$ cat src/hdl/ptt_pkg.sv
`default_nettype none
package ptt_pkg;
  localparam int NUM_ENTRIES_DEF = 16;
  localparam int ID_W = 4;
  localparam int TIME_W = 32;
  localparam int FRAC_W = 16;
  localparam int OP_W = 2;
  localparam logic [OP_W-1:0] OP_START  = 2'd0;
  localparam logic [OP_W-1:0] OP_CANCEL = 2'd1;
  localparam logic [OP_W-1:0] OP_TICK   = 2'd2;
  localparam logic [OP_W-1:0] OP_NOP    = 2'd3;
  localparam logic [FRAC_W-1:0] FRAC_MAX = 16'hFFFF;

  // divider request/response
  typedef struct packed {
    logic              start;
    logic [TIME_W-1:0] num;
    logic [TIME_W-1:0] den;
  } div_req_t;

  typedef struct packed {
    logic              done;
    logic [FRAC_W-1:0] frac;
  } div_rsp_t;
endpackage
`default_nettype wire

$ cat src/hdl/ptt_if.sv
`default_nettype none
interface ptt_in_if;
  import ptt_pkg::*;
  logic              valid;
  logic              ready;
  logic [OP_W-1:0]   operation;
  logic [ID_W-1:0]   entry_id;
  logic [TIME_W-1:0] duration;
  logic [TIME_W-1:0] tick_us;
  modport source(output valid, operation, entry_id, duration, tick_us, input ready);
  modport sink(input valid, operation, entry_id, duration, tick_us, output ready);
endinterface

interface ptt_out_if;
  import ptt_pkg::*;
  logic              valid;
  logic              ready;
  logic [ID_W-1:0]   entry_id_res;
  logic [FRAC_W-1:0] fraction;
  logic              is_end;
  logic              last;
  modport source(output valid, entry_id_res, fraction, is_end, last, input ready);
  modport sink(input valid, entry_id_res, fraction, is_end, last, output ready);
endinterface
`default_nettype wire

$ cat src/hdl/progress_timer_table.sv
// progress_timer_table: min(NUM_ENTRIES, 16) progress timers on a dense
// active list. operation start (re)arms an entry, cancel removes it, tick
// walks the list and emits one transaction per visited entry (end or
// progress, last on the final one). A start passes through the drop and
// append states, a cancel through the drop state only. For each visited
// entry a tick runs the table read, the divider load, 47 steps of the shared
// restoring divider, one per cycle, forming elapsed/duration in Q1.15, the
// done strobe, the output handshake (held until ready) and the list update.
// A tick ends when the table read finds no entry left or after the last slot.
// Ready is low while an operation is in progress.
`default_nettype none
module progress_timer_table
  import ptt_pkg::*;
#(
  parameter int NUM_ENTRIES = NUM_ENTRIES_DEF
) (
  input wire logic clk,
  input wire logic rst,
  ptt_in_if.sink   in_ch,
  ptt_out_if.source out_ch
);
  localparam int TS = (NUM_ENTRIES < 16) ? NUM_ENTRIES : 16;
  localparam int IW = (TS > 1) ? $clog2(TS) : 1;
  localparam int CW = $clog2(TS + 1);

  typedef enum logic [3:0] {
    S_IDLE, S_DROP, S_APPEND, S_TREAD, S_TDIV, S_TWAIT, S_TOUT, S_TSTEP
  } state_t;

  state_t state;
  logic [TIME_W-1:0] elapsed_time [TS];
  logic [TIME_W-1:0] run_length [TS];
  logic [TS-1:0]     is_active;
  logic [IW-1:0]     list_position [TS];
  logic [IW-1:0]     active_list [TS];
  logic [CW-1:0]     active_count;

  logic [IW-1:0]     id;
  logic [TIME_W-1:0] dur;
  logic [TIME_W-1:0] ft;
  logic              do_append;
  logic [IW-1:0]     slot;
  logic [IW-1:0]     cur;
  logic [TIME_W-1:0] el;
  logic [TIME_W-1:0] rl;
  logic              ends;
  logic [TIME_W:0]   sum;
  logic [CW-1:0]     cnt_dec;
  logic [IW-1:0]     moved;

  div_req_t dreq;
  div_rsp_t drsp;

  ptt_div u_div (.clk(clk), .rst(rst), .req(dreq), .rsp(drsp));

  assign in_ch.ready = (state == S_IDLE);
  assign sum = {1'b0, el} + {1'b0, ft};
  assign cnt_dec = active_count - 1'b1;
  assign moved = active_list[cnt_dec[IW-1:0]];

  always_comb begin
    dreq.start = (state == S_TDIV);
    dreq.num = el;
    dreq.den = rl;
  end

  always_ff @(posedge clk) begin
    if (rst) begin
      state <= S_IDLE;
      is_active <= '0;
      active_count <= '0;
      out_ch.valid <= 1'b0;
      for (int i = 0; i < TS; i++) begin
        elapsed_time[i] <= '0;
        run_length[i] <= '0;
      end
    end else begin
      case (state)
        S_IDLE: begin
          if (in_ch.valid) begin
            id <= in_ch.entry_id[IW-1:0];
            dur <= in_ch.duration;
            ft <= in_ch.tick_us;
            slot <= '0;
            if ((in_ch.operation == OP_START || in_ch.operation == OP_CANCEL) &&
                (32'(in_ch.entry_id) < TS)) begin
              do_append <= (in_ch.operation == OP_START);
              state <= S_DROP;
            end else if (in_ch.operation == OP_TICK) begin
              state <= S_TREAD;
            end
          end
        end
        S_DROP: begin
          if (is_active[id]) begin
            is_active[id] <= 1'b0;
            active_count <= cnt_dec;
            active_list[list_position[id]] <= moved;
            list_position[moved] <= list_position[id];
          end
          state <= do_append ? S_APPEND : S_IDLE;
        end
        S_APPEND: begin
          if (32'(active_count) < TS) begin
            elapsed_time[id] <= '0;
            run_length[id] <= dur;
            is_active[id] <= 1'b1;
            list_position[id] <= active_count[IW-1:0];
            active_list[active_count[IW-1:0]] <= id;
            active_count <= active_count + 1'b1;
          end
          state <= S_IDLE;
        end
        S_TREAD: begin
          if (CW'(slot) >= active_count) begin
            state <= S_IDLE;
          end else begin
            cur <= active_list[slot];
            el <= elapsed_time[active_list[slot]];
            rl <= run_length[active_list[slot]];
            state <= S_TDIV;
          end
        end
        S_TDIV: begin
          ends <= (el >= rl);
          state <= S_TWAIT;
        end
        S_TWAIT: begin
          if (drsp.done) begin
            out_ch.valid <= 1'b1;
            out_ch.entry_id_res <= ID_W'(cur);
            out_ch.fraction <= drsp.frac;
            out_ch.is_end <= ends;
            // last if no later slot remains to visit
            out_ch.last <= ends ? (CW'(slot) >= cnt_dec)
                                : (CW'(slot) + 1'b1 >= active_count);
            state <= S_TOUT;
          end
        end
        S_TOUT: begin
          if (out_ch.ready) begin
            out_ch.valid <= 1'b0;
            state <= S_TSTEP;
          end
        end
        S_TSTEP: begin
          if (ends) begin
            is_active[cur] <= 1'b0;
            active_count <= cnt_dec;
            active_list[slot] <= moved;
            list_position[moved] <= slot;
          end else begin
            elapsed_time[cur] <= sum[TIME_W] ? '1 : sum[TIME_W-1:0];
            slot <= slot + 1'b1;
            if (32'(slot) == TS - 1) state <= S_IDLE;
            else state <= S_TREAD;
          end
          if (ends) state <= S_TREAD;
        end
        default: state <= S_IDLE;
      endcase
    end
  end

  a_count_bound: assert property (@(posedge clk) disable iff (rst)
    32'(active_count) <= TS) else $error("active count overflow");
  a_valid_state: assert property (@(posedge clk) disable iff (rst)
    out_ch.valid |-> state == S_TOUT) else $error("output valid outside output state");
  a_ready_excl: assert property (@(posedge clk) disable iff (rst)
    in_ch.ready |-> !out_ch.valid) else $error("accepting while result pending");
  a_count_pop: assert property (@(posedge clk) disable iff (rst)
    $countones(is_active) == 32'(active_count) || state != S_IDLE)
    else $error("active bits disagree with count");
endmodule
`default_nettype wire

$ cat src/hdl/ptt_div.sv
`default_nettype none
module ptt_div
  import ptt_pkg::*;
(
  input  wire logic     clk,
  input  wire logic     rst,
  input  wire div_req_t req,
  output div_rsp_t      rsp
);
  // restoring divide, one quotient bit per cycle; 17 bits cover saturation
  localparam int QB = FRAC_W + 1;
  localparam int NSTEP = TIME_W + FRAC_W - 1;
  localparam int CW = $clog2(NSTEP);

  logic [TIME_W:0]   rem;
  logic [TIME_W-1:0] den;
  logic [TIME_W-1:0] num;
  logic [QB-1:0]     quo;
  logic [CW-1:0]     cnt;
  logic              busy;
  logic              zero_den;
  logic              done;
  logic [TIME_W+1:0] trial;

  always_comb begin
    // numerator is num<<15: bring in numerator bits (top first), then zeros
    trial = {rem, num[TIME_W-1]} - {2'b00, den};
  end

  always_ff @(posedge clk) begin
    if (rst) begin
      busy <= 1'b0;
      done <= 1'b0;
    end else begin
      done <= 1'b0;
      if (req.start) begin
        busy <= 1'b1;
        den <= req.den;
        num <= req.num;
        rem <= '0;
        quo <= '0;
        zero_den <= (req.den == '0);
        cnt <= CW'(NSTEP - 1);
      end else if (busy) begin
        // top quotient bit is sticky once the result passes 16 bits
        if (trial[TIME_W+1]) begin
          rem <= {rem[TIME_W-1:0], num[TIME_W-1]};
          quo <= {quo[QB-2:0], 1'b0} | {QB{quo[QB-1]}};
        end else begin
          rem <= trial[TIME_W:0];
          quo <= {quo[QB-2:0], 1'b1} | {QB{quo[QB-1]}};
        end
        num <= {num[TIME_W-2:0], 1'b0};
        if (cnt == '0) begin
          busy <= 1'b0;
          done <= 1'b1;
        end else begin
          cnt <= cnt - 1'b1;
        end
      end
    end
  end

  always_comb begin
    rsp.done = done;
    rsp.frac = (zero_den || quo[QB-1]) ? FRAC_MAX : quo[FRAC_W-1:0];
  end
endmodule
`default_nettype wire
$ cat src/flat_wrapper.sv
// flat-port wrapper written by rule: the top's interface ports become plain ports
module progress_timer_table_flat import ptt_pkg::*;
#(
  parameter int NUM_ENTRIES = NUM_ENTRIES_DEF
)
  (clk, rst, in_ch_valid, in_ch_operation, in_ch_entry_id, in_ch_duration, in_ch_tick_us, in_ch_ready, out_ch_valid, out_ch_entry_id_res, out_ch_fraction, out_ch_is_end, out_ch_last, out_ch_ready);
  ptt_in_if in_ch_i ();
  ptt_out_if out_ch_i ();
  input wire logic clk;
  input wire logic rst;
  input wire logic [$bits(in_ch_i.valid)-1:0] in_ch_valid;
  input wire logic [$bits(in_ch_i.operation)-1:0] in_ch_operation;
  input wire logic [$bits(in_ch_i.entry_id)-1:0] in_ch_entry_id;
  input wire logic [$bits(in_ch_i.duration)-1:0] in_ch_duration;
  input wire logic [$bits(in_ch_i.tick_us)-1:0] in_ch_tick_us;
  output wire logic [$bits(in_ch_i.ready)-1:0] in_ch_ready;
  output wire logic [$bits(out_ch_i.valid)-1:0] out_ch_valid;
  output wire logic [$bits(out_ch_i.entry_id_res)-1:0] out_ch_entry_id_res;
  output wire logic [$bits(out_ch_i.fraction)-1:0] out_ch_fraction;
  output wire logic [$bits(out_ch_i.is_end)-1:0] out_ch_is_end;
  output wire logic [$bits(out_ch_i.last)-1:0] out_ch_last;
  input wire logic [$bits(out_ch_i.ready)-1:0] out_ch_ready;
  assign in_ch_i.valid = in_ch_valid;
  assign in_ch_i.operation = in_ch_operation;
  assign in_ch_i.entry_id = in_ch_entry_id;
  assign in_ch_i.duration = in_ch_duration;
  assign in_ch_i.tick_us = in_ch_tick_us;
  assign in_ch_ready = in_ch_i.ready;
  assign out_ch_valid = out_ch_i.valid;
  assign out_ch_entry_id_res = out_ch_i.entry_id_res;
  assign out_ch_fraction = out_ch_i.fraction;
  assign out_ch_is_end = out_ch_i.is_end;
  assign out_ch_last = out_ch_i.last;
  assign out_ch_i.ready = out_ch_ready;
  progress_timer_table #(.NUM_ENTRIES(NUM_ENTRIES)) u_core (.clk(clk), .rst(rst), .in_ch(in_ch_i), .out_ch(out_ch_i));
endmodule
$ cat config.mk
export PLATFORM = sky130hd
export DESIGN_NAME = progress_timer_table_flat
export DESIGN_NICKNAME = d
export VERILOG_FILES = /design/src/hdl/ptt_pkg.sv /design/src/hdl/ptt_if.sv /design/src/hdl/progress_timer_table.sv /design/src/hdl/ptt_div.sv /design/src/flat_wrapper.sv
export SDC_FILE = /design/constraint.sdc
export NUM_CORES = 2
export LEC_CHECK = 0
export ABC_AREA = 1
export BUFFER_PORTS_ARGS = -buffer_cell sky130_fd_sc_hd__buf_4
export CAP_MARGIN = 10
export CORE_MARGIN = 1
export CORE_UTILIZATION = 47
export CTS_BUF_LIST = sky130_fd_sc_hd__clkbuf_8
export DETAILED_ROUTE_END_ITERATION = 8
export PLACE_DENSITY_LB_ADDON = 0.05
export RECOVER_POWER = 25
export SYNTH_ARGS = -nofsm -noshare
export SYNTH_HDL_FRONTEND = slang
export SYNTH_SLANG_ARGS = --single-unit
$ cat constraint.sdc
create_clock -name clk -period 8.2 [get_ports clk]
set_input_delay 0 -clock clk [delete_from_list [all_inputs] [get_ports clk]]
set_output_delay 0 -clock clk [all_outputs]
set_load 0.01 [all_outputs]
==> summary.txt <==
Logic synthesis
  – Leading post-synthesis cells by cell area: edfxtp_1 59%, nand3_1 8.2%, nand2_1 8.2%, nor2_1 6.7%, inv_1 4.4%
  – Multiplexer share of the synthesized area: 0.0308%
  – Cell area after synthesis: 0.0731 sq mm
  – Synthesized net count: 8,097
  – Most instantiated flip-flop cell in the synthesis netlist: edfxtp_1
  – Post-synth top cells: 1,589 x nand2_1, 1,437 x edfxtp_1, 1,308 x nor2_1, 1,193 x nand3_1, 850 x inv_1
  – Synth warnings: 0
  – Post-synthesis share of cell area spent on xor and xnor gates: 0.479%
  – Number of storage elements in the synthesis netlist: 1,472
  – Post-synthesis cell count: 7,907
  – Number of unique standard cell types used by synthesis: 42
  – Sequential element share of the synthesized area: 60.0%
  – Most frequently used cell type in the post-synthesis netlist: nand2_1
  – Largest family of logic cells by synthesized area: simple AND/OR/NAND/NOR gates
  – Adder-cell share of the synthesized area: 2.01%
  – Async S/R FF share, synth: 0%
  – Synthesized area per cell: 9.25 sq um
  – Cell type with the largest total area after synthesis: edfxtp_1
  – Compound-Gate Fraction of Synth Area: 2.71%
  – Count of flip-flops with a built-in enable after synthesis: 1,437
  – Synth Area in Simple Gates: 27.5%
  – Post-synth top area share: 59.0%

Placement
  – Dpl hpwl: 136,000 um
  – Total of buffers placed on input and output ports: 97
  – Gp weighted congestion: 0.918
  – Total cell area at the placement stage: 0.0754 sq mm

Routing
  – Residual antenna-violating net count after detailed routing: 0
  – Final wirelength: 239,000 um
  – Pre-antenna DRT Iters: 8
  – Detail-routed via count per cell: 5.59
  – Vias: 57,083
  – Post-route DRC violation count: 52
  – First-iteration detailed-routing DRC count: 6,518
  – WL per Instance: 23.3 um

Power and ir drop
  – Clock share of power: 32.4%
  – Proportion of power drawn by combinational gates: 22.9%
  – Internal power: 13.2 mW
  – Post-route total power: 19.7 mW
  – NetSw: 6.50 mW
  – Leak pwr: 33.2 nW
  – Seq pwr share: 44.8%
  – Power per Cell Area: 242 mW/mm^2
  – Peak supply drop: 0.185 mV
  – Proportion of total power due to net switching: 33.1%

Min path
  – Worst min-delay path category: in2reg

STA
  – Final worst clock skew: 0.0811 ns
  – Final Slew Violations: 730
  – Final-layout setup total negative slack: 0 ns
  – Setup repair after global routing missed its margin: no
  – F_max: 0.147 GHz
  – Smallest hold slack: 0.0748 ns
  – Final Setup Violations: 0
  – Relative slew margins: -128%
  – Final critical-path share of the clock period: 83.0%
  – Number of hold violations in the final report: 0
  – Fin crit period: 6.81 ns
  – Slew of the pin with the lowest slew margin: 3.41 ns

Final layout
  – Nets: 8,197
  – Layout cell share with drive strength beyond 1: 6.90%
  – Area Overhead vs Synth: 11.3%
  – Final standard cell area without fillers: 0.0813 sq mm
  – Number of fill cells: 14,325
  – Footprint of the flip-flops and latches: 0.0439 sq mm
  – Area of combinational cells with multiple inputs: 0.0242 sq mm

Global routing
  – Remaining global-route overflow: 0
  – Pin count of the biggest net entering global routing: 170
  – Via count of the first global-routing pass: 53,982
  – Wire length of the first global-routing pass: 350,000 um
  – Initial antenna violation count: 8
  – GRT Resource Usage Total: 29.9%

CTS
  – Clock slew seen by the registers of the worst setup and hold paths: 0.05 ns
  – H-tree Lvls: 5
  – Clock latency on the worst-skew pair: 0.98 ns
  – Clock tree from TritonCTS: yes
  – Total CTS buffers: 277
  – Buffer depth of the longest clock path: 4
  – Cell at the root of the clock tree: clkbuf_8
  – Number of resized instances in the post-cts repair step: 0
  – Clock sink count: 1,472

Critical path
  – Cell type of the slowest stage on the worst timing path: clkbuf_1
  – Critical-path maximum fanout: 33
  – Required arrival time at the worst endpoint: 8.87 ns
  – Critical path start-end classification: reg2reg
  – Critical Path, Cell by Cell: nor3_1, inv_1, nor2_1, nand2_1, inv_1, clkbuf_1, nand2_2, clkbuf_1, nand2_2, buf_4
  – Stage delay of the slowest cell on the critical path: 2.17 ns
  – Arrival time of data at the critical path endpoint: 7.47 ns
  – Crit start category: flip-flop
  – Kind of end point of the critical path: flip-flop

Run status
  – Violated checks: design-rule violations, max-capacitance violations, max-slew violations
  – Outcome: finished with violations

Floorplan
  – Starting density of the core: 47.4%
  – Row cnt: 144
  – Number of ports placed on the die boundary: 98
  – Chip height: 396 um
  – Core area: 0.154 sq mm
  – Total die area: 0.157 sq mm
  – Die extent in x: 396 um

Job
  – Number of max-capacitance violations reported: 19
[metal layers]
metal / global-route usage [%] / vias up / wire [um]
li1: - / 26417 / -
met1: 43.6 / 27794 / 106000
met2: 44.5 / 2435 / 104000
met3: 6.32 / 435 / 22200
met4: 9.48 / 2 / 7030
met5: 0 / - / 13
[critical path: cells and delay by family, from the launching register on]
family | cells | cell delay (ns)
and+or+nand+nor | 5 | 2.27
DFF | 1 | 0.41
buffers and inverters | 5 | 3.80
[logic make-up after synthesis]
family,after synthesis
buf+inv,1369
fa+ha+maj,116
mux,2
xor+xnor,40
flops,1472
compound gates,370
simple gates,4538
[through the flow]
step	instances	utilization [%]	setup WS, ns
3_3_place_gp	9626	48.9	2.89
5_1_grt	10219	52.7	1.36
2_1_floorplan	7907	-	0.499
6_report	10220	52.7	1.39
4_1_cts	10218	52.9	2.76
3_5_place_dp	9626	48.9	2.75
[what timing repair did]
action,4_1_cts,5_1_grt
buffers inserted,0,0
endpoints found under the hold margin,199,0
hold buffers,146,0
[path summary, 6_finish.rpt]
path / endpoint / depth (start not counted) / slack [ns] / start
hold / removal: u_core.do_append / 4 / 0.07 / in_ch_valid
hold reg to reg: u_core.is_active[9] / 2 / 0.49 / u_core.is_active[9]
setup reg to reg: u_core.run_length[13][23] / 10 / 1.39 / u_core.state[2]
setup / recovery: u_core.run_length[13][23] / 10 / 1.39 / u_core.state[2]
[power groups by stage]
| stage | registers (mW) | logic, mW | clock network (mW) |
|---|---|---|---|
| after floorplan | 8.90 | 2.83 | 0 |
| after global placement | 8.95 | 4.35 | 0 |
| after detailed placement | 8.95 | 4.36 | 0 |
| after CTS | 8.80 | 4.44 | 6.47 |
| after global routing | 8.82 | 4.88 | 6.77 |
| final | 8.81 | 4.50 | 6.36 |
[area by class of cell]
class / count / area share, %
Sequential cell: 1472 / 53.9
Clock inverter: 158 / 0.846
Clock buffer: 288 / 4.87
Tap cell: 2044 / 3.14
Multi-Input combinational cell: 5066 / 29.8
Timing Repair Buffer: 331 / 3.45
Inverter: 859 / 3.98
Antenna cell: 2 / 0.00615
[sequential cells by signal, summed over array words and instances, names as in the netlist, 16 cells and up, named ones only]
register and cells:
u_core.elapsed_time 512, u_core.run_length 512, u_core.active_list 64, u_core.list_position 64, u_core.u_div.rem 33, u_core.dur 32
u_core.el 32, u_core.ft 32, u_core.rl 32, u_core.u_div.den 32, u_core.u_div.num 32, u_core.u_div.quo 17
u_core.is_active 16, u_core.out_ch.fraction 16
[cell usage in the layout (no fill, tap or decap), types with 59 or more instances in the layout]
| cell | Yosys | routed |
|---|---|---|
| a21oi_1 | 158 | 158 |
| buf_4 | 13 | 59 |
| clkbuf_4 | 0 | 67 |
| clkbuf_8 | 0 | 288 |
| dlygate4sd3_1 | 0 | 146 |
| edfxtp_1 | 1437 | 1437 |
| ha_1 | 114 | 114 |
| inv_1 | 850 | 942 |
| nand2_1 | 1589 | 1522 |
| nand2_2 | 2 | 61 |
| nand3_1 | 1193 | 1191 |
| nand3b_1 | 360 | 360 |
| nor2_1 | 1308 | 1308 |
| o21ai_0 | 145 | 142 |
Power figures use the tool's default switching activity.
